## src/sv/assert_macros.svh

```systemverilog
// Assertion macros for the RTL files of the edge set table
`ifndef ASSERT_MACROS_SVH
`define ASSERT_MACROS_SVH

// Check a property on every rising clk edge outside reset
`define ASSERT_CLK(label, prop) \
    label: assert property (@(posedge clk) disable iff (!rst_n) (prop)) \
        else $error("assertion failed");

// Check that a condition never holds outside reset
`define ASSERT_NEVER(label, cond) \
    label: assert property (@(posedge clk) disable iff (!rst_n) !(cond)) \
        else $error("forbidden condition seen");

`endif

```

## src/sv/uest_pkg.sv

```systemverilog
// Shared constants, types and helper functions of the edge set table
`timescale 1ns / 1ps

package uest_pkg;

    localparam int MAX_EDGES    = 32;
    localparam int MAX_VERTICES = 32;

    localparam int OP_W     = 2;
    localparam int ID_W     = 6;
    localparam int WEIGHT_W = 32;
    localparam int STATUS_W = 2;
    localparam int COUNT_W  = 6;

    localparam int IDX_W   = $clog2(MAX_EDGES);
    localparam int CNT_W   = $clog2(MAX_EDGES + 1);
    localparam int VID_W   = $clog2(MAX_VERTICES);
    localparam int VC_W    = $clog2(MAX_VERTICES + 1);
    localparam int VU_W    = $clog2(2 * MAX_EDGES + 1);
    localparam int VNUM_W  = ($clog2(MAX_VERTICES + 1) > ID_W) ?
                             $clog2(MAX_VERTICES + 1) : ID_W;

    typedef enum logic [OP_W-1:0] {
        OP_INSERT = 2'd0,
        OP_DELETE = 2'd1,
        OP_CLEAR  = 2'd2
    } op_t;

    typedef enum logic [STATUS_W-1:0] {
        ST_OK        = 2'd0,
        ST_NOT_FOUND = 2'd1,
        ST_FULL      = 2'd2
    } status_t;

    typedef struct packed {
        logic [ID_W-1:0]     a;
        logic [ID_W-1:0]     b;
        logic [WEIGHT_W-1:0] w;
    } edge_t;

    typedef struct packed {
        logic load;
        logic shift;
    } edge_ctl_t;

    typedef struct packed {
        logic            clr;
        logic            add;
        logic            del;
        logic [ID_W-1:0] va;
        logic [ID_W-1:0] vb;
    } vtx_ctl_t;

    function automatic logic [IDX_W-1:0] last_set(input logic [MAX_EDGES-1:0] m);
        logic [IDX_W-1:0] r;
        r = '0;
        for (int i = 0; i < MAX_EDGES; i++)
        begin
            if (m[i])
            begin
                r = IDX_W'(i);
            end
        end
        return r;
    endfunction

    function automatic logic id_in_range(input logic [ID_W-1:0] v);
        return (v != '0) && (VNUM_W'(v) <= VNUM_W'(MAX_VERTICES));
    endfunction

    function automatic logic [VID_W-1:0] id_index(input logic [ID_W-1:0] v);
        return VID_W'(VNUM_W'(v) - VNUM_W'(1));
    endfunction

endpackage

```

## src/sv/uest_edge_cell.sv

```systemverilog
// One slot of the edge chain: holds an edge, matches it and shifts it down
`timescale 1ns / 1ps

module uest_edge_cell (
    input  logic                      clk,
    input  uest_pkg::edge_ctl_t       ctl,
    input  logic                      valid,
    input  logic [uest_pkg::ID_W-1:0] qa,
    input  logic [uest_pkg::ID_W-1:0] qb,
    input  uest_pkg::edge_t           din,
    input  uest_pkg::edge_t           up,
    output uest_pkg::edge_t           q,
    output logic                      match
);
    import uest_pkg::*;

    edge_t edge_reg;
    edge_t edge_next;

    always_comb
    begin
        priority if (ctl.load)
        begin
            edge_next = din;
        end
        else if (ctl.shift)
        begin
            edge_next = up;
        end
        else
        begin
            edge_next = edge_reg;
        end
    end

    always_ff @(posedge clk)
    begin
        edge_reg <= edge_next;
    end

    assign q     = edge_reg;
    assign match = valid && (((edge_reg.a == qa) && (edge_reg.b == qb)) ||
                             ((edge_reg.a == qb) && (edge_reg.b == qa)));

endmodule

```

## src/sv/uest_vertex_cell.sv

```systemverilog
// One vertex id: counts the endpoints of stored edges that carry it
`timescale 1ns / 1ps

module uest_vertex_cell (
    input  logic                          clk,
    input  logic                          rst_n,
    input  uest_pkg::vtx_ctl_t            ctl,
    input  logic [uest_pkg::VNUM_W-1:0]   my_id,
    output logic                          used,
    output logic                          single
);
    import uest_pkg::*;

    logic [VU_W-1:0] uses_reg;
    logic [VU_W-1:0] uses_next;
    logic            hit;

    assign hit = (VNUM_W'(ctl.va) == my_id) || (VNUM_W'(ctl.vb) == my_id);

    always_comb
    begin
        priority if (ctl.clr)
        begin
            uses_next = '0;
        end
        else if (ctl.add && hit)
        begin
            uses_next = uses_reg + VU_W'(1);
        end
        else if (ctl.del && hit && (uses_reg != '0))
        begin
            uses_next = uses_reg - VU_W'(1);
        end
        else
        begin
            uses_next = uses_reg;
        end
    end

    always_ff @(posedge clk or negedge rst_n)
    begin
        if (!rst_n)
        begin
            uses_reg <= '0;
        end
        else
        begin
            uses_reg <= uses_next;
        end
    end

    assign used   = (uses_reg != '0);
    assign single = (uses_reg == VU_W'(1));

endmodule

```

## src/sv/undirected_edge_set_table.sv

```systemverilog
// Top level of the undirected edge set table: control, edge chain and vertex cells
//
//  channel   handshake         payload
//  request   start / busy      op, vertex_a, vertex_b, weight_bits
//  result    done (1 cycle)    status, edge_count, vertex_count
//
//  Each request passes S_MATCH, which matches all edge cells at once and finds
//  the last hit, then S_APPLY, which inserts, clears or shifts the chain down
//  a slot to delete, and updates counts. busy is high only in S_MATCH. A new
//  request may start during S_APPLY; its result is registered after S_APPLY.
//  Reset empties the table and clears every vertex use count at once.
//  The receiver cannot stall: done holds for one cycle only.
`timescale 1ns / 1ps
`include "assert_macros.svh"

module undirected_edge_set_table (
    input  logic                           clk,
    input  logic                           rst_n,
    input  logic                           start,
    output logic                           busy,
    input  logic [uest_pkg::OP_W-1:0]      op,
    input  logic [uest_pkg::ID_W-1:0]      vertex_a,
    input  logic [uest_pkg::ID_W-1:0]      vertex_b,
    input  logic [uest_pkg::WEIGHT_W-1:0]  weight_bits,
    output logic                           done,
    output logic [uest_pkg::STATUS_W-1:0]  status,
    output logic [uest_pkg::COUNT_W-1:0]   edge_count,
    output logic [uest_pkg::COUNT_W-1:0]   vertex_count
);
    import uest_pkg::*;

    typedef enum logic [1:0] {
        S_IDLE,
        S_MATCH,
        S_APPLY
    } state_t;

    state_t                state_reg;
    state_t                state_next;
    logic                  done_reg;
    logic [STATUS_W-1:0]   status_reg;
    logic [STATUS_W-1:0]   status_next;
    logic [CNT_W-1:0]      count_reg;
    logic [CNT_W-1:0]      count_next;
    logic [VC_W-1:0]       vc_reg;
    logic [VC_W-1:0]       vc_next;
    logic                  found_reg;
    logic [IDX_W-1:0]      hit_reg;

    logic [OP_W-1:0]       op_reg;
    logic [ID_W-1:0]       va_reg;
    logic [ID_W-1:0]       vb_reg;
    logic [WEIGHT_W-1:0]   wt_reg;

    logic                  accept;
    logic                  apply;
    logic                  full;
    logic                  do_ins;
    logic                  do_del;
    logic                  do_clr;
    logic                  ina;
    logic                  inb;
    logic [VID_W-1:0]      ia;
    logic [VID_W-1:0]      ib;
    logic [1:0]            rise;
    logic [1:0]            fall;

    logic [MAX_EDGES-1:0]    match_vec;
    edge_t                   cell_q [MAX_EDGES];
    edge_t                   cell_up [MAX_EDGES];
    edge_t                   new_edge;
    logic [MAX_VERTICES-1:0] used_vec;
    logic [MAX_VERTICES-1:0] single_vec;
    vtx_ctl_t                vctl;

    assign busy   = (state_reg == S_MATCH);
    assign accept = start && !busy;
    assign apply  = (state_reg == S_APPLY);

    assign full   = (count_reg == CNT_W'(MAX_EDGES));
    assign do_ins = apply && (op_reg == OP_INSERT) && !full;
    assign do_del = apply && (op_reg == OP_DELETE) && found_reg;
    assign do_clr = apply && (op_reg == OP_CLEAR);

    assign new_edge = '{a: va_reg, b: vb_reg, w: wt_reg};

    genvar gi;
    generate
        for (gi = 0; gi < MAX_EDGES; gi++)
        begin : g_edge
            edge_ctl_t ectl;

            if (gi == MAX_EDGES - 1)
            begin : g_top
                assign cell_up[gi] = '0;
            end
            else
            begin : g_mid
                assign cell_up[gi] = cell_q[gi + 1];
            end

            assign ectl.load  = do_ins && (count_reg == CNT_W'(gi));
            assign ectl.shift = do_del && (IDX_W'(gi) >= hit_reg);

            uest_edge_cell u_cell (
                .clk   (clk),
                .ctl   (ectl),
                .valid (CNT_W'(gi) < count_reg),
                .qa    (va_reg),
                .qb    (vb_reg),
                .din   (new_edge),
                .up    (cell_up[gi]),
                .q     (cell_q[gi]),
                .match (match_vec[gi])
            );
        end

        for (gi = 0; gi < MAX_VERTICES; gi++)
        begin : g_vtx
            uest_vertex_cell u_vcell (
                .clk    (clk),
                .rst_n  (rst_n),
                .ctl    (vctl),
                .my_id  (VNUM_W'(gi + 1)),
                .used   (used_vec[gi]),
                .single (single_vec[gi])
            );
        end
    endgenerate

    assign vctl.clr = do_clr;
    assign vctl.add = do_ins;
    assign vctl.del = do_del;
    assign vctl.va  = va_reg;
    assign vctl.vb  = vb_reg;

    assign ina = id_in_range(va_reg);
    assign inb = id_in_range(vb_reg) && (vb_reg != va_reg);
    assign ia  = id_index(va_reg);
    assign ib  = id_index(vb_reg);

    assign rise = {1'b0, ina && !used_vec[ia]} + {1'b0, inb && !used_vec[ib]};
    assign fall = {1'b0, ina && single_vec[ia]} + {1'b0, inb && single_vec[ib]};

    always_comb
    begin
        state_next  = state_reg;
        count_next  = count_reg;
        vc_next     = vc_reg;
        status_next = ST_OK;

        if (apply)
        begin
            priority if (do_clr)
            begin
                count_next = '0;
                vc_next    = '0;
            end
            else if (do_ins)
            begin
                count_next = count_reg + CNT_W'(1);
                vc_next    = vc_reg + VC_W'(rise);
            end
            else if (do_del)
            begin
                count_next = count_reg - CNT_W'(1);
                vc_next    = vc_reg - VC_W'(fall);
            end
            else if (op_reg == OP_INSERT)
            begin
                status_next = ST_FULL;
            end
            else if (op_reg == OP_DELETE)
            begin
                status_next = ST_NOT_FOUND;
            end
            else
            begin
                status_next = ST_OK;
            end
        end

        unique case (state_reg)
            S_IDLE:  state_next = accept ? S_MATCH : S_IDLE;
            S_MATCH: state_next = S_APPLY;
            S_APPLY: state_next = accept ? S_MATCH : S_IDLE;
            default: state_next = S_IDLE;
        endcase
    end

    always_ff @(posedge clk or negedge rst_n)
    begin
        if (!rst_n)
        begin
            state_reg  <= S_IDLE;
            done_reg   <= 1'b0;
            status_reg <= ST_OK;
            count_reg  <= '0;
            vc_reg     <= '0;
            found_reg  <= 1'b0;
            hit_reg    <= '0;
        end
        else
        begin
            state_reg <= state_next;
            done_reg  <= apply;
            if (apply)
            begin
                status_reg <= status_next;
            end
            count_reg <= count_next;
            vc_reg    <= vc_next;
            if (state_reg == S_MATCH)
            begin
                found_reg <= |match_vec;
                hit_reg   <= last_set(match_vec);
            end
        end
    end

    always_ff @(posedge clk)
    begin
        if (accept)
        begin
            op_reg <= op;
            va_reg <= vertex_a;
            vb_reg <= vertex_b;
            wt_reg <= weight_bits;
        end
    end

    assign done         = done_reg;
    assign status       = status_reg;
    assign edge_count   = COUNT_W'(count_reg);
    assign vertex_count = COUNT_W'(vc_reg);

    `ASSERT_CLK(a_done_after_apply, done_reg |-> $past(state_reg == S_APPLY))
    `ASSERT_CLK(a_accept_busy, accept |=> busy)
    `ASSERT_NEVER(a_count_bound, count_reg > CNT_W'(MAX_EDGES))
    `ASSERT_CLK(a_full_count, (done_reg && (status_reg == ST_FULL)) |-> full)

endmodule
```

## config.mk

```make
export PLATFORM = sky130hd
export DESIGN_NAME = undirected_edge_set_table
export DESIGN_NICKNAME = d
export VERILOG_FILES = /design/src/sv/uest_pkg.sv /design/src/sv/uest_edge_cell.sv /design/src/sv/uest_vertex_cell.sv /design/src/sv/undirected_edge_set_table.sv
export VERILOG_INCLUDE_DIRS = /design/src /design/src/sv
export SDC_FILE = /design/constraint.sdc
export NUM_CORES = 2
export LEC_CHECK = 0
export ABC_AREA = 1
export BUFFER_PORTS_ARGS = -buffer_cell sky130_fd_sc_hd__buf_4
export CORE_ASPECT_RATIO = 1.4
export CORE_UTILIZATION = 70
export DETAILED_ROUTE_END_ITERATION = 7
export HOLD_SLACK_MARGIN = 0.05
export PLACE_DENSITY = 0.87
export SLEW_MARGIN = 40
export SYNTH_ARGS = -nofsm -noshare
export SYNTH_HDL_FRONTEND = slang
export SYNTH_SLANG_ARGS = --single-unit
```

## constraint.sdc

```tcl
create_clock -name clk -period 9.8 [get_ports clk]
set_input_delay 1.96 -clock clk [delete_from_list [all_inputs] [get_ports clk]]
set_output_delay 1.96 -clock clk [all_outputs]
set_load 0.01 [all_outputs]
```

==> qor.txt <==
status: finished with violations
failing checks: DRC
CP endpoint kind: register
first-pass iteration count of the detailed router: 8
fin crit share: 60.98%
initial core utilization: 70.73%
leakage power total: 0.02024 µW
wire length per cell: 21.48 µm
post-DR vias/cell: 6.480
r2r worst-path depth: 19
synth warn: 0
Peak VDD IR: 186.1 µV
Mapped Area: 46360 µm²
Die W: 219.5 µm
flop2flop setup slack: 3820 ps
placed cell areas: 46730 µm²
antenna violations before repair: 3
Total Routing Usage GR: 41.25%
CP max FO: 91
Netlist cell types: 57
clk buf depth: 3
WHS Path Cells: 1
clock sinks: 645
sink of the worst hold path: state_reg[0]
remaining antenna violation count: 0
routability congestion estimate: 0.9981
XOR/XNOR share of the synthesized area: 16.60%
max reg flops: 384
Cell Chain, Critical Path: buf_12 -> clkinv_2 -> ha_1 -> clkinv_1 -> o21ai_0 -> o22ai_1 -> o211ai_1 -> a21oi_1 -> or3_1 -> fa_1 -> inv_1 -> ha_1 -> nor2_1 -> nand3_1 -> nor3_1 -> a31oi_1 -> nor2_1 -> o21ai_0 -> a21oi_1
Final setup viols: 0
area grow syn2layout: 5.753%
largest net degree at the start of global routing: 95
ys flop type: edfxtp_1
Final TNS setup: 0 ps
multiplexer share of the synthesized area: 0.07286%
Slew @ Worst Pin: 912.6 ps
largest cells by area after synthesis: edfxtp_1 26%, dfrtp_1 13%, xor2_1 9.9%
PwrDens: 208.2 nW/µm²
WP data required: 10360 ps
I/O Pins: 65
r2r startpoint: va_reg[0]
Clk Latency, worst-skew pair: 650 ps
Setup Buffers After CTS: 0
CTS Hold Bufs: 0
top cell type by total area after synthesis: edfxtp_1
Std-Cell Rows: 111
largest family of logic cells by synthesized area: simple AND/OR/NAND/NOR gates
WL final: 138900 µm
switching pwr: 3999 µW
Clk pwr share: 26.3%
adder-cell area share of the yosys netlist: 3.595%
Die Y: 306.5 µm
fmax: 167.3 MHz
fill count: 4699
DRC: 6
TritonCTS clock tree: yes
Sw Share: 39.18%
DR vias: 41890
crit path time final: 5976 ps
H-tree Lvls: 3
Setup Skew: 25.03 ps
ys async rst share: 38.29%
Critical Path Source Type: register
Final WS setup: 3824 ps
FF-to-FF End: vertex_count[5]
CTS Root Buffer Type: clkbuf_16
number of buffers created by CTS: 68
pre-CTS setup slack: 3997 ps
combinational share of power: 35.1%
grt ovf: 0
CP max stage delay: 890 ps
register bit total from synthesis: 645
Worst-path clk slew: 60 ps
final hold vios: 0
Synth Area in Simple Gates: 20.33%
# port buffers: 32
Hold WS: 470.3 ps
area fraction in compound gates after synthesis: 13.32%
Final Slew Violations: 0
Arrival @ worst endpoint: 6540 ps
Max stage delay cell, worst path: ha_1
initial DRC count: 4494
Syn Nets: 5866
vias in the first global route: 41660
dpl hpwl: 89870 µm
RSZ-0062 raised after global routing: false
Post-CTS Resized: 0
max_cap viols: 0
Min-Delay Startpoint: state_reg[0]
core area: 65550 µm²
commonest non-fill, non-tap cell in the layout: nand2_1
number of synthesized flops with an enable pin: 398
critical path class: register to register
most frequent cells in the layout: 1098 x nand2_1, 641 x o21ai_0, 524 x xor2_1
Flop pwr share: 38.5%
first-pass GRT wire length: 216900 µm
P_int: 6208 µW
Nets: 5746
share of layout cells above drive strength 1: 4.595%
Cells after Synth: 5685
HP Class: register to register
syn_area_per_cell: 8.156 µm²
Die Area: 67280 µm²
top-area cell type share of the netlist area: 25.78%
headroom to the max-slew limit: 38.69%
register area share after synthesis: 39.11%
cell area after layout: 49030 µm²
## per-stage QoR
step | std cells | total power, µW | utilization [%]
final | 6465 | 10210 | 74.80
after global placement | 6330 | 7252 | 71.06
after global routing | 6462 | 10760 | 74.79
after detailed placement | 6340 | 7427 | 71.29
after floorplan | 5685 | 6524 | -
after CTS | 6460 | 10100 | 74.73
## kinds of logic after synthesis
logic type / count (synthesis)
AOI/OAI and AO/OA: 1099
xor gates and xnor gates: 879
adders and majority gates: 132
buffers and inverters: 728
DFF: 645
muxes: 3
and+or+nand+nor: 2199
## synth_stat cells, types with 2 or more instances
master,number
a22oi_1,3
edfxtp_1,398
o41ai_1,23
buf_4,26
a211oi_1,12
xor2_1,524
nand2_1,1099
buf_6,44
nand4_1,102
or2_2,35
o221ai_1,14
a41oi_1,7
nor4_1,92
o2bb2ai_1,4
a32o_1,11
a21oi_1,179
a221oi_1,2
nand3b_1,3
inv_1,445
fa_1,2
nor2_2,4
o22ai_1,111
buf_2,32
o2111ai_1,8
o31ai_1,16
o211ai_1,30
nand3_1,272
buf_12,2
o311ai_0,3
dfrtp_1,247
nor2_1,410
o32ai_1,12
mux2_2,3
nor3_1,176
a31oi_1,4
clkinv_1,9
clkbuf_1,163
o21ai_0,647
ha_1,130
o21a_1,3
buf_1,6
nand2_2,3
xnor2_1,355
## routing by layer
metal	GRT usage, %	vias to the layer above	share of wire [%]
met2	67.88	2522	47
met5	0	-	0.024
met4	36.61	4	10
li1	-	19020	-
met3	9.931	934	10
met1	43.77	19410	33
## power by group through the flow
| stage | clock network (µW) | registers [µW] | logic, µW |
|---|---|---|---|
| 6_report | 2690 | 3930 | 3590 |
| 5_1_grt | 2790 | 4000 | 3970 |
| 4_1_cts | 2680 | 3910 | 3510 |
| 3_5_place_dp | 0 | 3950 | 3470 |
| 3_3_place_gp | 0 | 3930 | 3320 |
| 2_1_floorplan | 0 | 3770 | 2750 |
## worst max-delay path by stage
stage	from	end	slack, ps	depth (start not counted)
2_1_floorplan	va_reg[0]	vertex_count[5]	4990	24
3_3_place_gp	va_reg[0]	vertex_count[5]	4020	19
3_5_place_dp	va_reg[0]	vertex_count[5]	4000	19
4_1_cts	va_reg[0]	vertex_count[5]	4020	19
5_1_grt	va_reg[0]	vertex_count[5]	3630	19
6_report	va_reg[0]	vertex_count[5]	3820	19
## cell type report
type,count,area (µm²),share of cell area [%]
inverter,455,1710,3.488
tap,847,1060,2.161
sequential,645,18130,36.98
clock inverter,25,275.3,0.5614
multi-input combinational,4312,25070,51.13
timing repair buffer,83,799.5,1.631
clock buffer,95,1977,4.032
antenna,3,7.507,0.01531
## critical path: cells and delay by family (launching register included)
kind                     cells  cell delay (ps)
buffers and inverters        4             2000
AO/OA/AOI/OAI                7              940
AND/OR/NAND/NOR              5              920
adder cells (fa/ha/maj)      3             1590
flip-flops                   1              370
Note: power is estimated with default switching activity, not from simulation.
